### src/rtl/stable_priority_request_queue_top_macros.svh
// Assertion macros for the stable priority request queue.
// Used by stable_priority_request_queue_top; expects clk and arst_n in scope.
`ifndef STABLE_PRIORITY_REQUEST_QUEUE_TOP_MACROS_SVH
`define STABLE_PRIORITY_REQUEST_QUEUE_TOP_MACROS_SVH

// same-cycle property, skipped while in reset
`define SPRQ_ASSERT(lbl, prop, msg) \
	lbl: assert property (@(posedge clk) disable iff (!arst_n) (prop)) else $error(msg);

// antecedent this cycle, consequent next cycle
`define SPRQ_ASSERT_NEXT(lbl, ante, cons, msg) \
	lbl: assert property (@(posedge clk) disable iff (!arst_n) (ante) |=> (cons)) \
		else $error(msg);

`endif

### src/rtl/sprq_pkg.sv
// Shared types and codes for the stable priority request queue.
// No dependencies; used by sprq_cell and stable_priority_request_queue_top.
`default_nettype none

package sprq_pkg;

	// result kinds
	localparam logic [1:0] KIND_ENQUEUED = 2'd0;
	localparam logic [1:0] KIND_DROPPED  = 2'd1;
	localparam logic [1:0] KIND_SERVED   = 2'd2;
	localparam logic [1:0] KIND_NONE     = 2'd3;

	// command actions
	localparam logic ACT_ENQUEUE = 1'b0;
	localparam logic ACT_SERVE   = 1'b1;

	// config register indexes
	localparam logic CFG_MAX_PER_SERVE = 1'b0;
	localparam logic CFG_MEMORY_BUDGET = 1'b1;

	localparam logic [4:0] MAX_PER_SERVE_RST = 5'd4;

	typedef struct packed {
		logic        action;
		logic [15:0] request_tag;
		logic [7:0]  priority_req;
		logic [31:0] memory_used;
	} in_word_t;

	typedef struct packed {
		logic [1:0]  kind;
		logic [15:0] served_tag;
		logic [7:0]  served_priority;
		logic [4:0]  occupancy;
		logic [31:0] served_total;
		logic        last;
	} out_word_t;

	typedef struct packed {
		logic [15:0] tag;
		logic [7:0]  prio;
	} entry_t;

	// broadcast to every cell of the chain
	typedef struct packed {
		logic   enq;
		logic   pop;
		entry_t new_entry;
	} cell_ctl_t;

endpackage

`default_nettype wire

### src/rtl/sprq_cell.sv
// One slot of the sorted queue chain.
// Depends on sprq_pkg (entry_t, cell_ctl_t).
`default_nettype none

module sprq_cell (
	input  wire logic               clk,
	input  wire sprq_pkg::cell_ctl_t ctl,
	input  wire logic               occ,          // slot holds a live entry
	input  wire logic               left_le,      // neighbor toward head stays put
	input  wire sprq_pkg::entry_t   left_entry,
	input  wire sprq_pkg::entry_t   right_entry,
	output logic                    le,
	output sprq_pkg::entry_t        entry
);

	sprq_pkg::entry_t entry_q;

	assign entry = entry_q;
	// live entry that the new request goes behind
	assign le = occ && (entry_q.prio <= ctl.new_entry.prio);

	always_ff @(posedge clk) begin
		if (ctl.pop) begin
			entry_q <= right_entry;
		end else if (ctl.enq) begin
			if (!left_le) begin
				entry_q <= left_entry;
			end else if (!le) begin
				entry_q <= ctl.new_entry;
			end
		end
	end

endmodule

`default_nettype wire

### src/rtl/stable_priority_request_queue_top.sv
// Stable priority request queue: top level with the control FSM and the cell chain.
// Depends on sprq_pkg, sprq_cell and stable_priority_request_queue_top_macros.svh.
//
// Sorted request queue built as a row of QUEUE_DEPTH cells, head at cell 0.
// A command is taken when start is high and busy is low. An enqueue inserts
// the request behind every stored entry of lower or equal priority (equal
// priorities stay in arrival order): every cell compares its own priority
// and either holds, loads the new request, or takes its left neighbor. It
// gives one result word the next cycle; a new command may follow at once.
// A full queue drops the request (kind dropped).
// A serve pops the head once per cycle, since the chain shifts by one place
// per clock: it pops min(max_per_serve, MAX_SERVE, occupancy) entries, at
// least one, and busy is high from the second pop until the last one.
// An empty queue, a zero limit, or memory_used >= memory_budget gives one
// "nothing served" word. Result words appear on result for exactly one
// cycle, flagged by strobe; the receiver cannot stall them, so it must take
// every strobed word. Configuration writes (cfg_we/cfg_idx/cfg_data) take
// effect at once and should only be issued while idle.
`default_nettype none
`include "stable_priority_request_queue_top_macros.svh"

module stable_priority_request_queue_top #(
	parameter int QUEUE_DEPTH = 16,
	parameter int MAX_SERVE   = 16
) (
	input  wire logic                clk,
	input  wire logic                arst_n,
	input  wire logic                start,
	output logic                     busy,
	input  wire sprq_pkg::in_word_t  cmd,
	output logic                     strobe,
	output sprq_pkg::out_word_t      result,
	input  wire logic                cfg_we,
	input  wire logic                cfg_idx,
	input  wire logic [31:0]         cfg_data
);

	localparam int CNTW = $clog2(QUEUE_DEPTH + 1);
	localparam int LW   = $clog2(MAX_SERVE + 1);
	localparam int LCW  = (LW > 5) ? LW : 5;     // limit width, holds max_per_serve too
	localparam int OW   = (CNTW > 5) ? CNTW : 5; // for the 5-bit occupancy field

	typedef enum logic {ST_IDLE, ST_SERVE} state_t;

	state_t              state_q;
	logic [CNTW-1:0]     count_q;
	logic [31:0]         served_q;
	logic [LCW-1:0]      pops_q;
	logic [LCW-1:0]      lim_q;
	logic [4:0]          max_per_serve_q;
	logic [31:0]         budget_q;
	logic                strobe_q;
	sprq_pkg::out_word_t res_q;

	sprq_pkg::cell_ctl_t ctl;
	sprq_pkg::entry_t    entry_w [QUEUE_DEPTH];
	logic                le_w    [QUEUE_DEPTH];

	logic                accept;
	logic                full;
	logic                serve_ok;
	logic                pop_now;
	logic                enq_now;
	logic                is_last;
	logic [LCW-1:0]      lim_new;
	logic [LCW-1:0]      lim_cur;
	logic [LCW-1:0]      n_cur;
	logic [LCW-1:0]      n_next;
	logic [CNTW-1:0]     count_inc;
	logic [CNTW-1:0]     count_dec;
	logic [OW-1:0]       occ_inc;
	logic [OW-1:0]       occ_dec;
	logic [OW-1:0]       occ_hold;

	assign busy   = (state_q == ST_SERVE);
	assign strobe = strobe_q;
	assign result = res_q;

	assign accept = start && !busy;
	assign full   = (count_q == CNTW'(QUEUE_DEPTH));

	// pop limit, saturated at MAX_SERVE
	assign lim_new = (LCW'(max_per_serve_q) > LCW'(MAX_SERVE)) ? LCW'(MAX_SERVE)
	                                                          : LCW'(max_per_serve_q);

	assign serve_ok = (count_q != '0) && (lim_new != '0) && (cmd.memory_used < budget_q);
	assign pop_now  = (accept && (cmd.action == sprq_pkg::ACT_SERVE) && serve_ok) ||
	                  (state_q == ST_SERVE);
	assign enq_now  = accept && (cmd.action == sprq_pkg::ACT_ENQUEUE) && !full;

	assign n_cur   = (state_q == ST_SERVE) ? pops_q : '0;
	assign lim_cur = (state_q == ST_SERVE) ? lim_q : lim_new;
	assign n_next  = n_cur + LCW'(1);
	assign is_last = (count_q == CNTW'(1)) || (n_next >= lim_cur);

	assign count_inc = count_q + CNTW'(1);
	assign count_dec = count_q - CNTW'(1);
	assign occ_inc   = OW'(count_inc);
	assign occ_dec   = OW'(count_dec);
	assign occ_hold  = OW'(count_q);

	assign ctl.enq                = enq_now;
	assign ctl.pop                = pop_now;
	assign ctl.new_entry.tag      = cmd.request_tag;
	assign ctl.new_entry.prio     = cmd.priority_req;

	// cell chain, head at index 0
	for (genvar i = 0; i < QUEUE_DEPTH; i++) begin : g_cell
		localparam logic [CNTW-1:0] IDX = CNTW'(i);
		logic             occ;
		logic             left_le;
		sprq_pkg::entry_t left_entry;
		sprq_pkg::entry_t right_entry;

		assign occ = (IDX < count_q);

		if (i == 0) begin : g_head
			assign left_le    = 1'b1;
			assign left_entry = ctl.new_entry;
		end else begin : g_body
			assign left_le    = le_w[i-1];
			assign left_entry = entry_w[i-1];
		end

		if (i == QUEUE_DEPTH - 1) begin : g_tail
			assign right_entry = entry_w[i];
		end else begin : g_inner
			assign right_entry = entry_w[i+1];
		end

		sprq_cell u_cell (
			.clk         (clk),
			.ctl         (ctl),
			.occ         (occ),
			.left_le     (left_le),
			.left_entry  (left_entry),
			.right_entry (right_entry),
			.le          (le_w[i]),
			.entry       (entry_w[i])
		);
	end

	// control FSM, counters, config and registered result word
	always_ff @(posedge clk or negedge arst_n) begin
		if (!arst_n) begin
			state_q         <= ST_IDLE;
			count_q         <= '0;
			served_q        <= '0;
			pops_q          <= '0;
			lim_q           <= '0;
			max_per_serve_q <= sprq_pkg::MAX_PER_SERVE_RST;
			budget_q        <= '1;
			strobe_q        <= 1'b0;
			res_q           <= '0;
		end else begin
			// one word per pop, or one for any other accepted command
			strobe_q <= pop_now || accept;

			if (cfg_we) begin
				case (cfg_idx)
					sprq_pkg::CFG_MAX_PER_SERVE: max_per_serve_q <= cfg_data[4:0];
					sprq_pkg::CFG_MEMORY_BUDGET: budget_q        <= cfg_data;
					default: ;
				endcase
			end

			if (pop_now) begin
				state_q               <= is_last ? ST_IDLE : ST_SERVE;
				pops_q                <= n_next;
				lim_q                 <= lim_cur;
				count_q               <= count_dec;
				served_q              <= served_q + 32'd1;
				res_q.kind            <= sprq_pkg::KIND_SERVED;
				res_q.served_tag      <= entry_w[0].tag;
				res_q.served_priority <= entry_w[0].prio;
				res_q.occupancy       <= occ_dec[4:0];
				res_q.served_total    <= served_q + 32'd1;
				res_q.last            <= is_last;
			end else if (accept) begin
				res_q.served_total <= served_q;
				res_q.last         <= 1'b1;
				if (cmd.action == sprq_pkg::ACT_SERVE) begin
					res_q.kind            <= sprq_pkg::KIND_NONE;
					res_q.served_tag      <= '0;
					res_q.served_priority <= '0;
					res_q.occupancy       <= occ_hold[4:0];
				end else if (full) begin
					res_q.kind            <= sprq_pkg::KIND_DROPPED;
					res_q.served_tag      <= cmd.request_tag;
					res_q.served_priority <= cmd.priority_req;
					res_q.occupancy       <= occ_hold[4:0];
				end else begin
					count_q               <= count_inc;
					res_q.kind            <= sprq_pkg::KIND_ENQUEUED;
					res_q.served_tag      <= cmd.request_tag;
					res_q.served_priority <= cmd.priority_req;
					res_q.occupancy       <= occ_inc[4:0];
				end
			end
		end
	end

	`SPRQ_ASSERT(a_count_bound, count_q <= CNTW'(QUEUE_DEPTH), "queue count beyond depth")
	`SPRQ_ASSERT(a_serve_nonempty, (state_q != ST_SERVE) || (count_q != '0), "empty serve")
	`SPRQ_ASSERT_NEXT(a_accept_strobe, accept, strobe_q, "accepted command gave no result word")
	`SPRQ_ASSERT_NEXT(a_served_inc, pop_now, served_q == $past(served_q) + 32'd1, "served count slip")
	`SPRQ_ASSERT_NEXT(a_enq_grow, enq_now, count_q == $past(count_q) + CNTW'(1), "enqueue count slip")

endmodule

`default_nettype wire

### config.mk
export PLATFORM = sky130hd
export DESIGN_NAME = stable_priority_request_queue_top
export DESIGN_NICKNAME = d
export VERILOG_FILES = /design/src/rtl/sprq_pkg.sv /design/src/rtl/sprq_cell.sv /design/src/rtl/stable_priority_request_queue_top.sv
export VERILOG_INCLUDE_DIRS = /design/src /design/src/rtl
export SDC_FILE = /design/constraint.sdc
export NUM_CORES = 1
export LEC_CHECK = 0
export ABC_AREA = 1
export BUFFER_PORTS_ARGS = -buffer_cell sky130_fd_sc_hd__buf_4
export CORE_MARGIN = 3
export CORE_UTILIZATION = 40
export DETAILED_ROUTE_END_ITERATION = 8
export GPL_TIMING_DRIVEN = 0
export REMOVE_ABC_BUFFERS = 1
export SLEW_MARGIN = 20
export SYNTH_ARGS = -nofsm -noshare
export SYNTH_HDL_FRONTEND = slang
export SYNTH_HIERARCHICAL = 1
export SYNTH_SLANG_ARGS = --single-unit
export TNS_END_PERCENT = 10
### constraint.sdc
create_clock -name clk -period 3.65 [get_ports clk]
set_clock_uncertainty 0.1 [all_clocks]
set_input_delay 0.5475 -clock clk [delete_from_list [all_inputs] [get_ports clk]]
set_output_delay 0.5475 -clock clk [all_outputs]
set_load 0.05 [all_outputs]
After elaboration in Yosys (flattened, before gate mapping)
Cells that the tools add are included.
- add/sub/neg operators: 4
- magnitude comparators: 35
- eq/ne operators: 20
- multiplexer cells: 73
- bitwise logic cells: 3
- reductions and logical operators: 51
- operators by type and width (operator ; number):
    two-way mux 24 bit ; 61
    less-or-equal comparator 8 bit ; 16
    two-way mux 64 bit ; 2
    != test 3 bit, second input constant ; 14
    < comparator 4 x 5 -> 1 bit, first input constant ; 8
    two-way mux 5 bit ; 7
    AND reduction 2 bit ; 17
    adder 32 x 1 -> 32 bit, second input constant ; 1
    < comparator 32 bit ; 1
    two-way mux 31 bit ; 1
    two-way mux 30 bit ; 1
    logical AND 1 bit ; 23
    < comparator 3 x 5 -> 1 bit, first input constant ; 4
    adder 5 x 1 -> 5 bit, second input constant ; 2
    < comparator 1 x 5 -> 1 bit, first input constant ; 2
    < comparator 2 x 5 -> 1 bit, first input constant ; 2
    nonzero test 5 bit ; 2
    AND reduction 3 bit ; 2
    == test 5 x 1 -> 1 bit, second input constant ; 1
    == test 5 bit, second input constant ; 1
    greater-or-equal comparator 5 bit ; 1
    greater-than comparator 5 bit, second input constant ; 1
    subtractor 5 x 1 -> 5 bit, second input constant ; 1
    != test 2 x 1 -> 1 bit, second input constant ; 2
    6 further kinds ; 13
- register bits after elaboration: 534
- bits of input ports: 94
- output and inout port bits: 66
- logic and storage cells: 232

Depth between registers and ports, before layout
- word-level depth: 9
- gate-level depth with buffers: 19
- gate-level depth less buffers: 17

By module
The synthesis kept the hierarchy.
- by module, submodules not included (module ; times used ; cells an instance ; area an instance (µm²) ; seq. area each (µm²)):
    sprq_cell (g_cell[0].u_cell ...) ; 15 ; 174 ; 1495.2 ; 720.7
    stable_priority_request_queue_top ; 1 ; 1033 ; 8049.0 ; 3794.9
    sprq_cell (g_cell[2].u_cell) ; 1 ; 174 ; 1498.9 ; 720.7

Least setup slack after synthesis
OpenSTA, ideal clock, no wires.
- kind: input port to flip-flop
- from: input cmd[29] (netlist bit)
- to: register g_cell[0].u_cell.entry_q, in the netlist g_cell[0].u_cell/entry[0] (enable)
- library setup time: 379 ps
- arrival time: 2895 ps
- required time: 3171 ps
- path slack: 276 ps
- stages on the path: 14
- path buffers: 2
- cell sequence: ha_1 -> a21oi_1 -> nor2_1 -> nor3_1 -> nand2_1 -> a21oi_2 -> nand4_4 -> nand2_4 -> buf_2 -> buf_6 -> nor2_1 -> nand3_1 -> nand2_1 -> inv_1
- word-level cells in the longest chain between the ends: 6
- elaborated cells on any way between the ends: 7
- classes of those cells: 1 x order compare; 1 x eq/ne; 5 x reduce/logical
- RTL lines (element ; line ; text):
    from (decl) ; stable_priority_request_queue_top.sv:30 ; input wire sprq_pkg::in_word_t cmd,
    < comparator 32 bit (*) ; stable_priority_request_queue_top.sv:86 ; assign serve_ok = (count_q != '0) && (lim_new != '0) && (cmd.memory_used < budget_q);
    logical AND 1 bit (*) ; stable_priority_request_queue_top.sv:86 ;
    logical AND 1 bit (*) ; stable_priority_request_queue_top.sv:87 ; assign pop_now = (accept && (cmd.action == sprq_pkg::ACT_SERVE) && serve_ok) ||
    logical OR 1 bit (*) ; stable_priority_request_queue_top.sv:87 ;
    named net pop_now ; stable_priority_request_queue_top.sv:62 ; logic pop_now;
    != test 2 bit (no line) / nonzero test 2 bit (equally long branches) ; -- ;
    AND reduction 2 bit (no line) (*) ; -- ;
    to (signal assigned) ; sprq_cell.sv:24 ; entry_q <= right_entry;
    to (signal assigned) ; sprq_cell.sv:27 ; entry_q <= left_entry;
    to (signal assigned) ; sprq_cell.sv:29 ; entry_q <= ctl.new_entry;
    to (decl) ; sprq_cell.sv:16 ; sprq_pkg::entry_t entry_q;
Mark *: on every way through the listed nets, which the timed path passes. The rest lies on a longest branch.
A chain may end at the register's enable or synchronous reset.

Worst setup path after layout
- from: register budget_q[30]
- to: register g_cell[11].u_cell.entry_q, in the netlist g_cell[11].u_cell/entry[12] (enable)
- word-level cells in the longest chain between the ends: 6
- elaborated cells on any way between the ends: 7
- classes of those cells: 1 x order compare; 1 x eq/ne; 5 x reduce/logical
- RTL lines (element ; line ; text):
    from (decl) ; stable_priority_request_queue_top.sv:51 ; logic [31:0] budget_q;
    from (signal assigned) ; stable_priority_request_queue_top.sv:162 ; sprq_pkg::CFG_MEMORY_BUDGET: budget_q <= cfg_data;
    < comparator 32 bit (*) ; stable_priority_request_queue_top.sv:86 ;
    logical AND 1 bit (*) ; stable_priority_request_queue_top.sv:86 ;
    logical AND 1 bit (*) ; stable_priority_request_queue_top.sv:87 ;
    logical OR 1 bit (*) ; stable_priority_request_queue_top.sv:87 ;
    != test 3 bit (no line) / nonzero test 2 bit (equally long branches) ; -- ;
    AND reduction 2 bit (no line) (*) ; -- ;
    to (signal assigned) ; sprq_cell.sv:24 ;
    to (signal assigned) ; sprq_cell.sv:27 ;
    to (signal assigned) ; sprq_cell.sv:29 ;
    to (decl) ; sprq_cell.sv:16 ;
Mark *: on every way between the ends. The rest lies on a longest branch, timed or not.

==> metrics.txt <==
CTS clk-pin slew, worst paths=0.06 ns; core box area=0.0791 sq mm; Area Overhead vs Synth=14.2%; CTS HTree Levels=3; commonest non-fill, non-tap cell in the layout=nand2_1; period utilization=97.7%; pin count of the biggest net entering global routing=103; Final Hold Vio Count=0; vias in the first global route=27.3k; row cnt=103; minimum clock period=3.57 ns; VDD IR-drop max=0.000440 V; overall global routing resource usage=20.8%; Worst Path Buf+Inv=3; Slew Viols, Final=0; max_cap viols=0; synth warn=6; endpoints failing setup=0; vias=26.9k; Power Total=35.8 mW; GPL Wtd Cong=0.854; synthesized area=0.0320 sq mm; die footprint=0.0833 sq mm; Skew-Pair Late Insertion Delay=0.60 ns; Top Family by Delay on Critical Path=simple AND/OR/NAND/NOR gates; startpoint types=flop; Crit Path Max Fanout=102; initial antenna violation count=0; Post-Route WL=89900 um; Setup CP Type=reg -> reg; Port-buffer cells=159; critical path, cell by cell=inv_1 -> ha_1 -> nand4_1 -> nor3_4 -> and3_4 -> nand2_4 -> nand4_4 -> nand2_8 -> buf_16 -> or2_4 -> nand2_2 -> clkinvlp_4; ANT nets after route=0; most frequent cells in the layout=934 x nand2_1, 846 x a21oi_1, 502 x nor2_1; Post-DP Area=0.0336 sq mm; crit path DAT=3.69 ns; drt pass-1 iters=6; CTS tree=done; Slew headroom=38.4%; Worst Path Required=3.77 ns; CTS Buf Count=66; status=completed; Root Buffer=clkbuf_16; initial drt markers=2124; Synth Instances=3816; initial core utilization=40.4%; unrepaired setup endpoints after global routing=true; number of clock sinks=534; vias per std cell=5.37; final instance area=0.0365 sq mm; antenna diode count=0; DRC viols=0; Lkg Pwr=16.3 nW; Die Wd=289 um; PD cells=981 mW/mm^2; Critical Path Slowest Stage Cell=dfstp_2; WL/cell=17.9 um; CTS max path bufs=3; fmax=0.281 GHz; CP Capture Type=flop; Synth Area per Inst=8.38 sq um; nets@finish=4183; first-pass GRT wire length=142000 um; gr ovfl total=0; layout cells sized above 1=12.0%; type of the worst min-delay path=in -> reg; measured slew at the worst slew-check pin=0.924 ns; Post-DP HPWL=57900 um; I/O pins=160; Chip Height=289 um; max incr delay on CP=0.51 ns
-- stage by stage --
stage               cells  hold WS, ns  setup TNS (ns)  util (%)  setup WS, ns
floorplan            3616        0.152        -1980.97         -         -2.55
global placement     4825        0.366        -4180.56      41.5         -5.06
detailed placement   4847        0.368         -914.70      42.5         -2.10
CTS                  4996       0.0658           -3.36      45.9       -0.0475
global route         5013       0.0933           -1.14      46.1       -0.0330
finish               5013       0.0977               0      46.1        0.0850
-- worst register-to-register path: cells and delay by family, from the launching register on --
family,cells,cell delay (ns)
AND/OR/NAND/NOR,8,1.64
buffers and inverters,3,0.65
flip-flops,1,0.51
adder cells (fa/ha/maj),1,0.28
-- registers in the layout, indices dropped and copies added (netlist names) --
| name | cells |
|---|---|
| budget_q | 32 |
| busy | 1 |
| count_q | 5 |
| g_cell.u_cell/entry | 384 |
| lim_q | 5 |
| max_per_serve_q | 5 |
| pops_q | 5 |
| result | 64 |
| served_q | 32 |
| strobe | 1 |
-- what timing repair did --
item | CTS | global route
setup buffers | 19 | 10
endpoints found under the hold margin | 25 | 0
hold buffers | 1 | 0
endpoints found under the setup margin | 835 | 282
pin swaps | 6 | 4
gates resized for setup | 42 | 14
cloned | 18 | 7
-- layer usage --
metal  vias up  share of wire (%)  track usage, %
met5         -                  0               0
met4         0                1.9            4.86
met3       119                5.4            2.64
met2       663                 47            35.9
met1     13100                 46            27.9
li1      13000                  -               -
-- worst paths after layout --
check	start	cells after the start	slack, ns	end
min	cfg_data[25]	3	0.1	budget_q[25]$_DFFE_PN1P_
max reg2reg	budget_q[30]$_DFFE_PN1P_	12	0.08	g_cell[11].u_cell/entry[12]$_DFFE_PP_
max	budget_q[30]$_DFFE_PN1P_	12	0.08	g_cell[11].u_cell/entry[12]$_DFFE_PP_
min reg2reg	budget_q[5]$_DFFE_PN1P_	2	0.37	budget_q[5]$_DFFE_PN1P_
min in group asynchronous	arst_n	2	0.41	result[62]$_DFFE_PN0P_
max in group asynchronous	arst_n	3	2.17	result[47]$_DFFE_PN0P_
-- power by group --
part           total [mW]  switching (mW)  internal [mW]
sequential           13.0            1.93           11.0
clock                6.17            2.58           3.59
combinational        16.7            10.7           5.92
total                35.8            15.2           20.5
-- cell type report --
cell class / count / area, sq um
clock buffer: 97 / 1860
inverter: 313 / 1360
clock inverter: 14 / 113
timing repair inverter: 13 / 97.6
multi-input combinational: 2774 / 14100
fill: 7756 / 42600
timing repair buffer: 218 / 2350
sequential: 534 / 15300
tap: 1050 / 1310
Power figures use the tool's default switching activity.
